==> src/design/mrtu_pkg.sv <==
// Shared types and constants for the Modbus RTU request receiver.
`timescale 1ns / 1ps

package mrtu_pkg;

   localparam logic [15:0] CRC_INIT = 16'hFFFF;
   localparam logic [15:0] CRC_POLY = 16'hA001;
   localparam logic [7:0]  ADDR_RESET = 8'd1;

   // Position of the byte that follows the address byte.
   typedef enum logic [2:0] {
      POS_FUNCTION = 3'd0,
      POS_START_HI = 3'd1,
      POS_START_LO = 3'd2,
      POS_COUNT_HI = 3'd3,
      POS_COUNT_LO = 3'd4,
      POS_CRC_LO   = 3'd5,
      POS_CRC_HI   = 3'd6
   } pos_type;

   typedef enum logic {
      EV_BYTE    = 1'b0,
      EV_TIMEOUT = 1'b1
   } event_type;

   typedef enum logic [2:0] {
      ST_IGNORED = 3'd0,
      ST_STORED  = 3'd1,
      ST_GOOD    = 3'd2,
      ST_BAD     = 3'd3,
      ST_ABORT   = 3'd4
   } status_type;

endpackage

==> src/design/mrtu_crc_byte.sv <==
// One-byte CRC-16/MODBUS update, eight reflected shift-xor steps.
`timescale 1ns / 1ps

module mrtu_crc_byte (
   input  logic [15:0] crc_in,
   input  logic [7:0]  data_in,
   output logic [15:0] crc_out
);
   import mrtu_pkg::*;

   always_comb begin
      logic [15:0] c;
      c = crc_in ^ {8'd0, data_in};
      for (int k = 0; k < 8; k++) begin
         if (c[0]) begin
            c = (c >> 1) ^ CRC_POLY;
         end else begin
            c = c >> 1;
         end
      end
      crc_out = c;
   end

endmodule

==> src/design/modbus_rtu_request_receiver_top.sv <==
// Top level of the Modbus RTU request receiver with CRC-16 frame check.
`timescale 1ns / 1ps

// Each request is either a received UART byte or a receive timeout, and each
// request yields exactly one response in the cycle after it is accepted. While
// idle, a byte equal to the own address (csr port, reset value 1) opens a
// frame; seven more bytes follow: function, start register high/low, register
// count high/low, CRC low/high. The CRC-16/MODBUS runs over the address and
// the next five bytes, one byte per request, combinationally, so a request
// can be accepted on every clock, limited only by the response register
// draining. The seventh byte yields status good or bad with the decoded
// fields; a timeout during a frame yields status aborted. Ignored, stored
// and aborted responses carry zero fields. Write the own address only
// while no request is in flight.
module modbus_rtu_request_receiver_top (
   input  logic        clock,
   input  logic        reset,
   // configuration
   input  logic        csr_valid,
   output logic        csr_ready,
   input  logic [7:0]  csr_own_address,
   // requests
   input  logic        req_valid,
   output logic        req_ready,
   input  logic        req_opcode,
   input  logic [7:0]  req_rx_byte,
   // responses
   output logic        rsp_valid,
   input  logic        rsp_ready,
   output logic [2:0]  rsp_status,
   output logic [7:0]  rsp_function_code,
   output logic [15:0] rsp_start_register,
   output logic [15:0] rsp_register_count
);
   import mrtu_pkg::*;

   // control state
   logic        receiving_ff, receiving_in;
   pos_type     pos_ff, pos_in;
   logic [15:0] crc_ff, crc_in;
   logic [7:0]  own_address_ff;
   logic        rsp_valid_ff, rsp_valid_in;

   // frame fields, valid only once written by the current frame
   logic [7:0]  function_ff, function_in;
   logic [15:0] start_ff, start_in;
   logic [15:0] count_ff, count_in;
   logic [7:0]  crc_lo_ff, crc_lo_in;

   // response payload
   status_type  status_ff, status_in;
   logic [7:0]  out_function_ff, out_function_in;
   logic [15:0] out_start_ff, out_start_in;
   logic [15:0] out_count_ff, out_count_in;

   logic        req_accept;
   logic [15:0] crc_base;
   logic [15:0] crc_next;

   assign csr_ready  = 1'b1;
   assign req_ready  = !rsp_valid_ff || rsp_ready;
   assign req_accept = req_valid && req_ready;

   // An address byte seeds the CRC from its init value.
   assign crc_base = receiving_ff ? crc_ff : CRC_INIT;

   mrtu_crc_byte u_crc (
      .crc_in  (crc_base),
      .data_in (req_rx_byte),
      .crc_out (crc_next)
   );

   always_comb begin
      receiving_in    = receiving_ff;
      pos_in          = pos_ff;
      crc_in          = crc_ff;
      function_in     = function_ff;
      start_in        = start_ff;
      count_in        = count_ff;
      crc_lo_in       = crc_lo_ff;
      status_in       = ST_IGNORED;
      out_function_in = 8'd0;
      out_start_in    = 16'd0;
      out_count_in    = 16'd0;

      if (req_opcode == EV_TIMEOUT) begin
         // drop a partial frame
         if (receiving_ff) begin
            receiving_in = 1'b0;
            pos_in       = POS_FUNCTION;
            crc_in       = CRC_INIT;
            status_in    = ST_ABORT;
         end
      end else if (!receiving_ff) begin
         // open a frame on our address, ignore anything else
         if (req_rx_byte == own_address_ff) begin
            receiving_in = 1'b1;
            pos_in       = POS_FUNCTION;
            crc_in       = crc_next;
            status_in    = ST_STORED;
         end
      end else begin
         status_in = ST_STORED;
         unique case (pos_ff)
            POS_FUNCTION: begin
               function_in = req_rx_byte;
               crc_in      = crc_next;
               pos_in      = POS_START_HI;
            end
            POS_START_HI: begin
               start_in[15:8] = req_rx_byte;
               crc_in         = crc_next;
               pos_in         = POS_START_LO;
            end
            POS_START_LO: begin
               start_in[7:0] = req_rx_byte;
               crc_in        = crc_next;
               pos_in        = POS_COUNT_HI;
            end
            POS_COUNT_HI: begin
               count_in[15:8] = req_rx_byte;
               crc_in         = crc_next;
               pos_in         = POS_COUNT_LO;
            end
            POS_COUNT_LO: begin
               count_in[7:0] = req_rx_byte;
               crc_in        = crc_next;
               pos_in        = POS_CRC_LO;
            end
            POS_CRC_LO: begin
               crc_lo_in = req_rx_byte;
               pos_in    = POS_CRC_HI;
            end
            default: begin
               // last byte: check CRC, report fields, return to idle
               status_in       = ({req_rx_byte, crc_lo_ff} == crc_ff) ? ST_GOOD : ST_BAD;
               out_function_in = function_ff;
               out_start_in    = start_ff;
               out_count_in    = count_ff;
               receiving_in    = 1'b0;
               pos_in          = POS_FUNCTION;
               crc_in          = CRC_INIT;
            end
         endcase
      end
   end

   // Hold the response until taken; a new one may load in the same cycle.
   assign rsp_valid_in = req_accept || (rsp_valid_ff && !rsp_ready);

   always_ff @(posedge clock) begin
      if (reset) begin
         receiving_ff   <= 1'b0;
         pos_ff         <= POS_FUNCTION;
         crc_ff         <= CRC_INIT;
         own_address_ff <= ADDR_RESET;
         rsp_valid_ff   <= 1'b0;
      end else begin
         rsp_valid_ff <= rsp_valid_in;
         if (csr_valid && csr_ready) begin
            own_address_ff <= csr_own_address;
         end
         if (req_accept) begin
            receiving_ff <= receiving_in;
            pos_ff       <= pos_in;
            crc_ff       <= crc_in;
         end
      end
   end

   always_ff @(posedge clock) begin
      if (req_accept) begin
         function_ff     <= function_in;
         start_ff        <= start_in;
         count_ff        <= count_in;
         crc_lo_ff       <= crc_lo_in;
         status_ff       <= status_in;
         out_function_ff <= out_function_in;
         out_start_ff    <= out_start_in;
         out_count_ff    <= out_count_in;
      end
   end

   assign rsp_valid          = rsp_valid_ff;
   assign rsp_status         = status_ff;
   assign rsp_function_code  = out_function_ff;
   assign rsp_start_register = out_start_ff;
   assign rsp_register_count = out_count_ff;

endmodule
==> config.mk <==
export PLATFORM = sky130hd
export DESIGN_NAME = modbus_rtu_request_receiver_top
export DESIGN_NICKNAME = d
export VERILOG_FILES = /design/src/design/mrtu_pkg.sv /design/src/design/mrtu_crc_byte.sv /design/src/design/modbus_rtu_request_receiver_top.sv
export SDC_FILE = /design/constraint.sdc
export NUM_CORES = 1
export LEC_CHECK = 0
export ABC_AREA = 1
export ABC_CLOCK_PERIOD_IN_PS = 2900
export BUFFER_PORTS_ARGS = -buffer_cell sky130_fd_sc_hd__clkbuf_2
export CORE_ASPECT_RATIO = 0.75
export CORE_MARGIN = 1.5
export CORE_UTILIZATION = 49
export CTS_CLUSTER_DIAMETER = 120
export DETAILED_ROUTE_END_ITERATION = 6
export HOLD_SLACK_MARGIN = 0.06
export PLACE_DENSITY = 0.72
export SLEW_MARGIN = 20
export SYNTH_ARGS = -nofsm -noshare
export SYNTH_HDL_FRONTEND = slang
export SYNTH_SLANG_ARGS = --single-unit
==> constraint.sdc <==
create_clock -name clock -period 2.9 [get_ports clock]
set_input_delay 0.145 -clock clock [delete_from_list [all_inputs] [get_ports clock]]
set_output_delay 0.145 -clock clock [all_outputs]
set_load 0.005 [all_outputs]
==> results of run 1 <==
## routing by layer
metal / track usage / part of all wire
met5: 0 / 0
met1: 0.2742 / 0.46
met4: 0.08333 / 0.022
met2: 0.3156 / 0.45
met3: 0.05619 / 0.069
## per-stage QoR
step / hold WS, ns / instances / power [mW] / worst slack [ns] / utilization
floorplan: 0.2439 / 482 / 2.092 / 0.5713 / -
global placement: 0.3664 / 673 / 2.184 / 0.9842 / 0.5578
detailed placement: 0.3799 / 673 / 2.193 / 0.9199 / 0.5578
CTS: 0.06244 / 717 / 4.127 / 0.9113 / 0.6265
global route: 0.07497 / 717 / 4.227 / 0.7408 / 0.6265
finish: 0.06194 / 717 / 4.108 / 0.9096 / 0.6265
## critical path: cells and delay by family (launching register included)
family                 cells  cell delay [ns]
DFF                        1             0.34
buffers and inverters      3             0.38
and+or+nand+nor            3             0.90
## power breakdown
group          leakage (nW)  switching [mW]  internal [mW]
logic                  1.30           0.163         0.0909
registers              1.11          0.0230           1.89
clock network         0.258           0.759           1.18
total                  2.66           0.945           3.16
## layout make-up
| cell class | count | share of cell area |
|---|---|---|
| clock inverter | 14 | 0.02035 |
| clock buffer | 18 | 0.06980 |
| sequential | 120 | 0.5389 |
| multi-input combinational | 260 | 0.2092 |
| timing repair buffer | 84 | 0.08059 |
| inverter | 89 | 0.05433 |
| tap | 132 | 0.02686 |
## kinds of logic (layout without fill, tap and decap cells)
| kind of cell | Yosys count | count (layout) | share of synthesized area |
|---|---|---|---|
| other cells | 1 | 1 | 0.0007485 |
| xor+xnor | 17 | 17 | 0.03122 |
| flops | 120 | 120 | 0.6613 |
| buf+inv | 102 | 205 | 0.08192 |
| compound gates | 64 | 64 | 0.07318 |
| simple gates | 178 | 178 | 0.1516 |
## cells in the final DEF (no fill, tap or decap), types with 2 or more instances in the layout
cell / instances
sky130_fd_sc_hd__dlygate4sd3_1: 12
sky130_fd_sc_hd__clkbuf_16: 17
sky130_fd_sc_hd__inv_6: 3
sky130_fd_sc_hd__inv_2: 4
sky130_fd_sc_hd__clkinv_4: 3
sky130_fd_sc_hd__o21ai_0: 18
sky130_fd_sc_hd__nor2_2: 3
sky130_fd_sc_hd__xnor2_1: 8
sky130_fd_sc_hd__a211oi_1: 2
sky130_fd_sc_hd__nand2_2: 7
sky130_fd_sc_hd__edfxtp_1: 91
sky130_fd_sc_hd__nor2_1: 63
sky130_fd_sc_hd__o21ai_1: 10
sky130_fd_sc_hd__clkbuf_2: 66
sky130_fd_sc_hd__inv_1: 84
sky130_fd_sc_hd__a21oi_1: 25
sky130_fd_sc_hd__nand4_1: 4
sky130_fd_sc_hd__clkinv_1: 3
sky130_fd_sc_hd__nor3_1: 13
sky130_fd_sc_hd__o211ai_1: 3
sky130_fd_sc_hd__buf_4: 6
sky130_fd_sc_hd__xor2_1: 8
sky130_fd_sc_hd__clkinvlp_4: 4
sky130_fd_sc_hd__or2_2: 2
sky130_fd_sc_hd__dfxtp_1: 29
sky130_fd_sc_hd__nand3_1: 20
sky130_fd_sc_hd__nand2_1: 64
## registers in the layout, summed over array words and instances, names as in the netlist
signal	count
own_address_ff	8
count_ff	16
receiving_ff	1
rsp_status	3
crc_lo_ff	8
rsp_function_code	8
rsp_valid	1
start_ff	16
rsp_start_register	16
pos_ff	3
function_ff	8
crc_ff	16
rsp_register_count	16
## how the worst min path moves through the flow
stage                     slack, ns                              to          startpoint  depth (start not counted)
after global placement         0.37  own_address_ff[0]$_SDFFE_PP1P_  csr_own_address[0]                          3
after CTS                      0.06  own_address_ff[7]$_SDFFE_PP0P_           csr_valid                          3
final                          0.06  own_address_ff[7]$_SDFFE_PP0P_           csr_valid                          3
after detailed placement       0.38  own_address_ff[0]$_SDFFE_PP1P_  csr_own_address[0]                          3
after global routing           0.07  own_address_ff[7]$_SDFFE_PP0P_           csr_valid                          3
after floorplan                0.24           count_ff[0]$_DFFE_PP_      req_rx_byte[0]                          0
==> impl_summary.txt, run 1 <==
----------------------------------------------------
[Outcome]
  Result of the run ... finished clean

[Critical path]
  Setup crit start kind ... flop
  Arrival time worst endpoint ... 2.03 ns
  Reg-to-reg slack, setup ... 0.91 ns
  Worst Path Class, Setup ... flop to flop
  Critical-path top delay cell ... sky130_fd_sc_hd__nor2_1
  CP Data Required Time ... 2.94 ns
  Worst Path Max Fanout ... 14
  Critical path destination ... start_ff[6]$_DFFE_PP_
  Origin of the critical flop-to-flop path ... receiving_ff$_SDFFE_PP0P_
  Worst path cell trace ... inv_2 > nor2_2 > inv_1 > nor2_1 > inv_1 > nor2_1
  Worst reg2reg path endpoint ... start_ff[6]$_DFFE_PP_
  Launch point of the worst path ... receiving_ff$_SDFFE_PP0P_
  Kind of end point of the critical path ... flop
  Delay contributed by the slowest stage of the critical path ... 0.56 ns
  Cell count of the worst reg-to-reg path ... 6

[Route]
  Sum of routed wire length over all layers ... 10.41 mm
  Number of DRC markers after the initial detailed-route iteration ... 370
  Detail-routed via count per cell ... 4.955
  Number of nets with antenna violations after routing ... 0
  Drc violations ... 0
  Number of optimization iterations in the first detailed-route pass ... 5
  Wire per inst ... 14.52 um
  Total vias in the final route ... 3553

[Global routing]
  Global-route total usage across every layer ... 0.2043
  Vias in the first global route ... 3269
  Maximum number of pins on one net before global-route repair ... 46
  First-pass GRT wire length ... 16.53 mm
  Antenna violations before repair ... 0
  Global route overflow ... 0

[STA]
  Maximum clock frequency ... 502.4 MHz
  Period utilization ... 0.6863
  Max-slew headroom at the worst pin ... 0.5231
  Unrepaired setup endpoints after global routing ... no
  Number of setup violations in the final report ... 0
  Final count of pins violating max slew ... 0
  Final-layout setup total negative slack ... 0 ns
  Minimum period implied by the final worst setup slack ... 1.990 ns
  Setup Skew ... 0.004178 ns
  Final hold violations ... 0
  Measured slew at the worst slew-check pin ... 0.7128 ns

[Clocking]
  Clock Pin Slew Worst Setup and Hold Paths ... 0.05 ns
  Buffers inserted during post-CTS setup optimization ... 0
  TritonCTS clock tree ... yes
  Max clock buf depth ... 2
  Hold buffer count at cts ... 12
  Total number of H-tree levels ... 4
  Clock latency on the worst-skew pair ... 0.41 ns
  Number of sinks driven by the clock tree ... 120
  CTS-repair resized insts ... 0
  Total clock buffers created by CTS ... 17
  Clock root cell ... sky130_fd_sc_hd__clkbuf_16

[Die]
  Initial standard-cell utilization of the core ... 0.5105
  Full die area ... 0.01085 mm^2
  Area of the core ... 0.009813 mm^2
  Die Y ... 90.57 um
  Standard-cell rows ... 31
  Die X-Extent ... 119.8 um
  Top-Level Pins ... 68

[Synthesis]
  Number of synthesized flops with an enable pin ... 91
  Cells taking the most area after synthesis ... sky130_fd_sc_hd__edfxtp_1 (55%), sky130_fd_sc_hd__dfxtp_1 (12%), sky130_fd_sc_hd__inv_1 (6.4%), sky130_fd_sc_hd__nand2_1 (4.8%), sky130_fd_sc_hd__nor2_1 (4.7%)
  Largest area contributor in the synthesized netlist ... sky130_fd_sc_hd__edfxtp_1
  Warnings from Yosys ... 0
  Synthesized area per cell ... 10.39 um^2
  Most instantiated library cell after synthesis ... sky130_fd_sc_hd__edfxtp_1
  Most used flip-flop cell after synthesis ... sky130_fd_sc_hd__edfxtp_1
  Syn Std Cell Area ... 0.005010 mm^2
  Number of unique standard cell types used by synthesis ... 33
  Sequential element share of the synthesized area ... 0.6613
  Number of flip-flops and latches in the synthesized netlist ... 120
  Mapped Nets ... 504
  Gate Count Post-Synth ... 482
  Commonest cells in the synthesized netlist ... sky130_fd_sc_hd__edfxtp_1 (91), sky130_fd_sc_hd__inv_1 (85), sky130_fd_sc_hd__nand2_1 (64)
  Proportion of synthesized flip-flops having asynchronous set or reset ... 0
  Top cell type's share of synthesized area ... 0.5455

[Power]
  Worst VDD drop ... 382.4 uV
  Total power density per cell area ... 668.2 mW/mm^2
  Static Leakage ... 2.663 nW

[Placement]
  Placed Instance Area ... 0.005474 mm^2
  Global placement routability congestion ... 0.9012
  IO Port Bufs ... 66
  Dpl hpwl ... 6.987 mm

[Hold path]
  Kind of path behind the tightest hold check ... input port to flop

[Final layout]
  Area of the multi-input gates ... 0.001286 mm^2
  Number of nets in the layout ... 594
  Layout cell share with drive strength beyond 1 ... 0.2085
  Number of diodes ... 0
  Fill cell instance count of the final layout ... 737
  Post-layout instance area ... 0.006148 mm^2
  Area delta synth->final ... 22.73%
  Register cell area after layout ... 0.003313 mm^2

[Job]
  Max_cap viols ... 0

----------------------------------------------------
(Power assumes the default switching activity.)
==> run 2: changes to the inputs <==
--- a/config.mk
+++ b/config.mk
@@ -6,7 +6,7 @@
 export NUM_CORES = 1
 export LEC_CHECK = 0
 export ABC_AREA = 1
-export ABC_CLOCK_PERIOD_IN_PS = 2900
+export ABC_CLOCK_PERIOD_IN_PS = 1850
 export BUFFER_PORTS_ARGS = -buffer_cell sky130_fd_sc_hd__clkbuf_2
 export CORE_ASPECT_RATIO = 0.75
 export CORE_MARGIN = 1.5
==> constraint.sdc (replaced) <==
create_clock -name clock -period 1.85 [get_ports clock]
set_input_delay 0.0925 -clock clock [delete_from_list [all_inputs] [get_ports clock]]
set_output_delay 0.0925 -clock clock [all_outputs]
set_load 0.005 [all_outputs]
==> run 2 against run 1 <==
Combinational power grew 76%. Register-to-register slack got worse by 0.79 ns. Via count rose by 2.5%. Routed wire length is 2.6% higher. Flip-flop and latch count stayed put. Sequential power rose by 57%.
==> impl_summary.txt, run 2 (synthesis results as in run 1) <==
----------------------------------------------------
[Outcome]
  Result of the run ... finished clean

[Critical path]
  Worst Path Class, Setup ... input port to flop
  Delay contributed by the slowest stage of the critical path ... 0.51 ns
  Worst path cell trace ... dlygate4sd3_1 > buf_2 > inv_1 > nand2_1 > nand4_1 > nor2_1 > nand2_1 > nand2_2 > o211ai_4 > a21oi_4 > buf_6 > o21ai_0 > o211ai_1
  Reg-to-reg slack, setup ... 0.12 ns
  Largest delay contributor family on the critical path ... buffers and inverters
  Arrival time worst endpoint ... 2.07 ns
  Worst reg2reg path endpoint ... crc_ff[0]$_SDFFE_PP1P_
  Cell count of the worst reg-to-reg path ... 12
  Origin of the critical flop-to-flop path ... receiving_ff$_SDFFE_PP0P_
  CP Data Required Time ... 2.18 ns
  Cell seen most often among critical-path stages ... sky130_fd_sc_hd__nand2_1
  Critical-path top delay cell ... sky130_fd_sc_hd__dlygate4sd3_1
  Worst Path Max Fanout ... 12
  Kind of end point of the critical path ... flop
  Setup crit start kind ... input port
  Buffer and inverter count on the worst path ... 4

[Route]
  Total vias in the final route ... 3642
  Drc violations ... 0
  Detail-routed via count per cell ... 4.895
  Number of optimization iterations in the first detailed-route pass ... 5
  Sum of routed wire length over all layers ... 10.68 mm
  Wire per inst ... 14.35 um
  Number of nets with antenna violations after routing ... 0
  Number of DRC markers after the initial detailed-route iteration ... 256

[Die]
  Die Y ... 90.57 um
  Die X-Extent ... 119.8 um
  Area of the core ... 0.009813 mm^2
  Top-Level Pins ... 68
  Standard-cell rows ... 31
  Initial standard-cell utilization of the core ... 0.5105
  Full die area ... 0.01085 mm^2

[Clocking]
  Max clock buf depth ... 2
  TritonCTS clock tree ... yes
  Total clock buffers created by CTS ... 17
  Number of sinks driven by the clock tree ... 120
  Total number of H-tree levels ... 4
  Clock root cell ... sky130_fd_sc_hd__clkbuf_16
  Clock Pin Slew Worst Setup and Hold Paths ... 0.05 ns
  Clock latency on the worst-skew pair ... 0.41 ns

[Power]
  Switching Fraction ... 0.2245
  Fraction of power consumed by sequential logic ... 0.469
  Power dissipated by switching net loads ... 1.441 mW
  Total power density per cell area ... 1003 mW/mm^2
  Static Leakage ... 2.805 nW
  Worst VDD drop ... 618.7 uV
  Combinational group share of total power ... 0.070
  Clock share of power ... 0.462
  P_int ... 4.980 mW

[Placement]
  Post-Place Setup Slack ... 0.05345 ns
  Global placement routability congestion ... 0.9088
  IO Port Bufs ... 66
  Placed cell count ... 691
  Dpl hpwl ... 7.065 mm

[Global routing]
  Vias in the first global route ... 3320
  First-pass GRT wire length ... 16.68 mm
  Global-route total usage across every layer ... 0.2074
  Maximum number of pins on one net before global-route repair ... 46
  Antenna violations before repair ... 0
  Global route overflow ... 0

[STA]
  Number of setup violations in the final report ... 0
  Final hold violations ... 0
  Setup Skew ... 0.006063 ns
  Max-slew headroom at the worst pin ... 0.5952
  Maximum clock frequency ... 574.6 MHz
  Final count of pins violating max slew ... 0
  Period utilization ... 0.9407
  Measured slew at the worst slew-check pin ... 0.6063 ns
  Minimum period implied by the final worst setup slack ... 1.740 ns
  Worst Setup Slack, final ... 0.1097 ns

[Final layout]
  Final design utilization ... 0.6524
  Final cell count without fillers ... 744
  Number of diodes ... 0
  Area delta synth->final ... 27.80%
  Number of nets in the layout ... 622
  Most used cells in the layout excluding fill and tap cells ... sky130_fd_sc_hd__edfxtp_1 (91), sky130_fd_sc_hd__inv_1 (83), sky130_fd_sc_hd__clkbuf_2 (64)
  Layout cell share with drive strength beyond 1 ... 0.2533
  Most frequent standard cell in the layout excluding fill and tap cells ... sky130_fd_sc_hd__edfxtp_1

[Job]
  Max_cap viols ... 0

[Hold path]
  Kind of path behind the tightest hold check ... input port to flop
  HP Start ... req_rx_byte[1]
  Depth of the worst hold-timing path ... 2
  Min-Delay Endpoint ... function_ff[1]$_DFFE_PP_

----------------------------------------------------
run 2: layout make-up:
cell class / instances / area [um^2]
Clock buffer: 19 / 432.9
Clock inverter: 12 / 103.9
Multi-Input combinational cell: 260 / 1311
Timing Repair Buffer: 112 / 725.7
Tap cell: 132 / 165.2
Fill cell: 794 / 3411
Sequential cell: 120 / 3318
Inverter: 89 / 345.3
run 2: metal layers:
layer / GRT usage / wire length (um) / vias up
li1: - / - / 1811
met5: 0 / 0 / -
met3: 0.05303 / 782 / 10
met1: 0.2747 / 4724 / 1683
met4: 0.08631 / 129 / 0
met2: 0.3271 / 5038 / 138
run 2: per-stage QoR:
stage	instance area [um^2]	TNS [ns]	hold slack, ns	total power [mW]
detailed placement	5619	0	0.3197	3.459
finish	6402	0	0.1098	6.422
global placement	5619	0	0.3097	3.446
global route	6402	-0.002979	0.1086	6.635
floorplan	5030	-3.519	0.1914	3.283
CTS	6326	0	0.08308	6.438
run 2: worst max path at each step:
stage,start,to,cells past startpoint
3_5_place_dp,receiving_ff$_SDFFE_PP0P_,crc_ff[0]$_SDFFE_PP1P_,12
3_3_place_gp,receiving_ff$_SDFFE_PP0P_,crc_ff[0]$_SDFFE_PP1P_,12
6_report,req_rx_byte[4],crc_ff[11]$_SDFFE_PP1P_,13
4_1_cts,receiving_ff$_SDFFE_PP0P_,crc_ff[0]$_SDFFE_PP1P_,12
2_1_floorplan,receiving_ff$_SDFFE_PP0P_,count_ff[0]$_DFFE_PP_,7
5_1_grt,receiving_ff$_SDFFE_PP0P_,crc_ff[0]$_SDFFE_PP1P_,15
run 2: repair_timing:
| item | CTS | global route |
|---|---|---|
| gates resized for setup | 0 | 18 |
| endpoints found under the hold margin | 14 | 0 |
| setup buffers | 0 | 4 |
| hold buffers | 17 | 0 |
| setup endpoints to repair | 0 | 20 |
run 2: power groups by stage:
stage	clock network, mW	logic (mW)	registers (mW)
6_report	2.96	0.448	3.01
5_1_grt	3.12	0.494	3.02
4_1_cts	3.00	0.427	3.01
3_5_place_dp	0	0.397	3.06
3_3_place_gp	0	0.386	3.06
2_1_floorplan	0	0.221	3.06
==> run 3: changes to the inputs <==
--- a/config.mk
+++ b/config.mk
@@ -14,8 +14,9 @@
 export CTS_CLUSTER_DIAMETER = 120
 export DETAILED_ROUTE_END_ITERATION = 6
 export HOLD_SLACK_MARGIN = 0.06
-export PLACE_DENSITY = 0.72
+export PLACE_DENSITY = 0.71
 export SLEW_MARGIN = 20
 export SYNTH_ARGS = -nofsm -noshare
 export SYNTH_HDL_FRONTEND = slang
+export SYNTH_HIERARCHICAL = 1
 export SYNTH_SLANG_ARGS = --single-unit
==> run 3 against run 2 <==
The flow now finishes with violations (setup timing). Worst setup slack got worse by 0.20 ns. Synthesized cell count is 8.1% higher. Critical path depth grew 2. Utilization is essentially flat. Worst hold slack got worse by 0.047 ns. Register-to-register slack got worse by 0.21 ns. Maximum frequency fell by 10%. Combinational power up 44%. Total power is 7.8% higher. Sequential share of layout area shrank 5.0 points. Largest cell class unchanged.
==> impl_summary.txt, run 3 <==
----------------------------------------------------
[Power]
  Power dissipated by switching net loads ... 1.570 mW
  Clock share of power ... 0.473
  Switching Fraction ... 0.2267
  Post-layout power ... 6.925 mW
  Static Leakage ... 3.217 nW
  Fraction of power consumed by sequential logic ... 0.435
  Combinational group share of total power ... 0.093
  Worst VDD drop ... 587.0 uV
  P_int ... 5.355 mW
  Total power density per cell area ... 977.8 mW/mm^2

[Final layout]
  Final cell count without fillers ... 804
  Area delta synth->final ... 30.03%
  Most frequent standard cell in the layout excluding fill and tap cells ... sky130_fd_sc_hd__edfxtp_1
  Number of diodes ... 0
  Most used cells in the layout excluding fill and tap cells ... sky130_fd_sc_hd__edfxtp_1 (91), sky130_fd_sc_hd__inv_1 (79), sky130_fd_sc_hd__clkbuf_2 (66)
  Layout cell share with drive strength beyond 1 ... 0.3479
  Number of nets in the layout ... 674
  Final design utilization ... 0.6521

[Die]
  Area of the core ... 0.01086 mm^2
  Top-Level Pins ... 68
  Standard-cell rows ... 33
  Die X-Extent ... 124.7 um
  Initial standard-cell utilization of the core ... 0.5016
  Full die area ... 0.01176 mm^2
  Die Y ... 94.31 um

[Clocking]
  Clock Pin Slew Worst Setup and Hold Paths ... 0.05 ns
  Total number of H-tree levels ... 4
  Number of sinks driven by the clock tree ... 120
  Total clock buffers created by CTS ... 17
  Max clock buf depth ... 2
  Clock root cell ... sky130_fd_sc_hd__clkbuf_16
  Clock latency on the worst-skew pair ... 0.41 ns
  TritonCTS clock tree ... yes

[Global routing]
  Global-route total usage across every layer ... 0.2144
  First-pass GRT wire length ... 19.11 mm
  Vias in the first global route ... 3826
  Antenna violations before repair ... 0
  Maximum number of pins on one net before global-route repair ... 36
  Global route overflow ... 0

[STA]
  Final hold violations ... 0
  Number of setup violations in the final report ... 4
  Measured slew at the worst slew-check pin ... 0.5223 ns
  Minimum period implied by the final worst setup slack ... 1.944 ns
  Period utilization ... 1.051
  Worst Setup Slack, final ... -0.09384 ns
  Max-slew headroom at the worst pin ... 0.6518
  Final count of pins violating max slew ... 0
  Setup Skew ... 0.006016 ns
  Unrepaired setup endpoints after global routing ... yes
  Maximum clock frequency ... 514.4 MHz

[Critical path]
  Origin of the critical flop-to-flop path ... receiving_ff$_SDFFE_PP0N_
  Reg-to-reg slack, setup ... -0.09 ns
  Buffer and inverter count on the worst path ... 3
  Delay contributed by the slowest stage of the critical path ... 0.37 ns
  Worst reg2reg path endpoint ... crc_ff[0]$_SDFFE_PP1P_
  Kind of end point of the critical path ... flop
  Cell count of the worst reg-to-reg path ... 15
  Worst path cell trace ... inv_6 > or2_4 > xor2_2 > xnor2_2 > inv_1 > nand3_2 > nand2_2 > nand2_2 > nand2_2 > nand2_1 > nand2_1 > inv_1 > nand2_1 > nand4_1 > nand3_2
  Largest delay contributor family on the critical path ... simple AND/OR/NAND/NOR gates
  Critical-path top delay cell ... sky130_fd_sc_hd__dfxtp_4
  Worst Path Max Fanout ... 8
  Arrival time worst endpoint ... 2.23 ns
  CP Data Required Time ... 2.14 ns
  Setup crit start kind ... flop
  Worst Path Class, Setup ... flop to flop

[Route]
  Sum of routed wire length over all layers ... 11.77 mm
  Number of optimization iterations in the first detailed-route pass ... 4
  Wire per inst ... 14.64 um
  Number of DRC markers after the initial detailed-route iteration ... 200
  Drc violations ... 0
  Total vias in the final route ... 3896
  Detail-routed via count per cell ... 4.846
  Number of nets with antenna violations after routing ... 0

[Synthesis]
  Most instantiated library cell after synthesis ... sky130_fd_sc_hd__edfxtp_1
  Cells taking the most area after synthesis ... sky130_fd_sc_hd__edfxtp_1 (50%), sky130_fd_sc_hd__dfxtp_1 (11%), sky130_fd_sc_hd__inv_1 (5.7%), sky130_fd_sc_hd__nand2_1 (4.8%), sky130_fd_sc_hd__nor2_1 (4.3%)
  Sequential element share of the synthesized area ... 0.6083
  Syn Std Cell Area ... 0.005446 mm^2
  Top cell type's share of synthesized area ... 0.5017
  Most used flip-flop cell after synthesis ... sky130_fd_sc_hd__edfxtp_1
  Proportion of synthesized flip-flops having asynchronous set or reset ... 0
  Number of unique standard cell types used by synthesis ... 31
  Commonest cells in the synthesized netlist ... sky130_fd_sc_hd__edfxtp_1 (91), sky130_fd_sc_hd__inv_1 (82), sky130_fd_sc_hd__nand2_1 (69)
  Number of synthesized flops with an enable pin ... 91
  Mapped Nets ... 543
  Gate Count Post-Synth ... 521
  Number of flip-flops and latches in the synthesized netlist ... 120
  Warnings from Yosys ... 6
  Synthesized area per cell ... 10.45 um^2
  Largest area contributor in the synthesized netlist ... sky130_fd_sc_hd__edfxtp_1

[Outcome]
  Violations in the final reports ... setup timing
  Result of the run ... finished, violations left

[Hold path]
  Min-Delay Endpoint ... start_ff[10]$_DFFE_PP_
  Kind of path behind the tightest hold check ... input port to flop
  HP Start ... req_rx_byte[2]
  Depth of the worst hold-timing path ... 1

[Placement]
  IO Port Bufs ... 66
  Placed cell count ... 746
  Global placement routability congestion ... 0.8828
  Post-Place Setup Slack ... -0.1250 ns
  Dpl hpwl ... 7.672 mm

[Job]
  Max_cap viols ... 0

----------------------------------------------------
[run 3: through the flow]
step / area (um^2) / hold slack (ns) / TNS, ns
6_report: 7082 / 0.06254 / -0.2036
5_1_grt: 7082 / 0.07195 / -0.9595
3_5_place_dp: 6206 / 0.3295 / -0.2586
4_1_cts: 7036 / 0.06689 / -0.1700
2_1_floorplan: 5527 / 0.1616 / -0.2154
3_3_place_gp: 6206 / 0.3155 / -0.04272
[run 3: cells by family (layout without fill, tap and decap cells)]
| logic type | count (synthesis) | count (layout) | synth area share |
|---|---|---|---|
| and+or+nand+nor | 236 | 236 | 0.2258 |
| other | 1 | 1 | 0.0006885 |
| buffers and inverters | 111 | 254 | 0.08799 |
| xor gates and xnor gates | 31 | 31 | 0.05261 |
| AOI/OAI and AO/OA | 22 | 22 | 0.02458 |
| DFF | 120 | 120 | 0.6083 |
[run 3: final cells by class]
class | count | area (um^2)
inverters | 90 | 342.8
well taps | 140 | 175.2
repair buffers | 133 | 918.4
flip-flops and latches | 120 | 3317
fillers | 804 | 3777
clock inverters | 12 | 151.4
clock buffers | 19 | 432.9
multi-input cells | 290 | 1744
[run 3: worst max-delay path by stage]
stage                                    startpoint                      to  slack (ns)  depth (start not counted)
after floorplan           receiving_ff$_SDFFE_PP0N_  crc_ff[0]$_SDFFE_PP1P_       -0.10                         16
after global placement    receiving_ff$_SDFFE_PP0N_  crc_ff[0]$_SDFFE_PP1P_       -0.04                         15
after detailed placement  receiving_ff$_SDFFE_PP0N_  crc_ff[0]$_SDFFE_PP1P_       -0.13                         15
after CTS                 receiving_ff$_SDFFE_PP0N_  crc_ff[0]$_SDFFE_PP1P_       -0.07                         18
after global routing      receiving_ff$_SDFFE_PP0N_  crc_ff[0]$_SDFFE_PP1P_       -0.27                         15
final                     receiving_ff$_SDFFE_PP0N_  crc_ff[0]$_SDFFE_PP1P_       -0.09                         15
[run 3: metal layers]
layer  share of wire  global-route usage
met1            0.43              0.2694
met4           0.011             0.07471
met2            0.48              0.3558
met3           0.079             0.06663
met5               0                   0
[run 3: what timing repair did]
| item | 4_1_cts | 5_1_grt |
|---|---|---|
| resized for setup | 7 | 2 |
| hold endpoints to repair | 14 | 0 |
| pin swaps | 10 | 10 |
| setup buffers | 5 | 3 |
| hold buffers | 19 | 0 |
| setup endpoints to repair | 5 | 12 |
[run 3: worst reg2reg max path, stage by stage (launching register included)]
cell and delay, ns:
sky130_fd_sc_hd__dfxtp_4 0.37, sky130_fd_sc_hd__inv_6 0.05, sky130_fd_sc_hd__or2_4 0.23, sky130_fd_sc_hd__xor2_2 0.19
sky130_fd_sc_hd__xnor2_2 0.25, sky130_fd_sc_hd__inv_1 0.08, sky130_fd_sc_hd__nand3_2 0.08, sky130_fd_sc_hd__nand2_2 0.07
sky130_fd_sc_hd__nand2_2 0.07, sky130_fd_sc_hd__nand2_2 0.06, sky130_fd_sc_hd__nand2_1 0.06, sky130_fd_sc_hd__nand2_1 0.05
sky130_fd_sc_hd__inv_1 0.04, sky130_fd_sc_hd__nand2_1 0.04, sky130_fd_sc_hd__nand4_1 0.11, sky130_fd_sc_hd__nand3_2 0.08
[run 3: power by group through the flow]
stage | clock [mW] | combinational, mW | sequential (mW)
floorplan | 0 | 0.335 | 3.07
global placement | 0 | 0.560 | 3.06
detailed placement | 0 | 0.571 | 3.06
CTS | 3.31 | 0.629 | 3.01
global route | 3.42 | 0.706 | 3.02
finish | 3.27 | 0.643 | 3.01
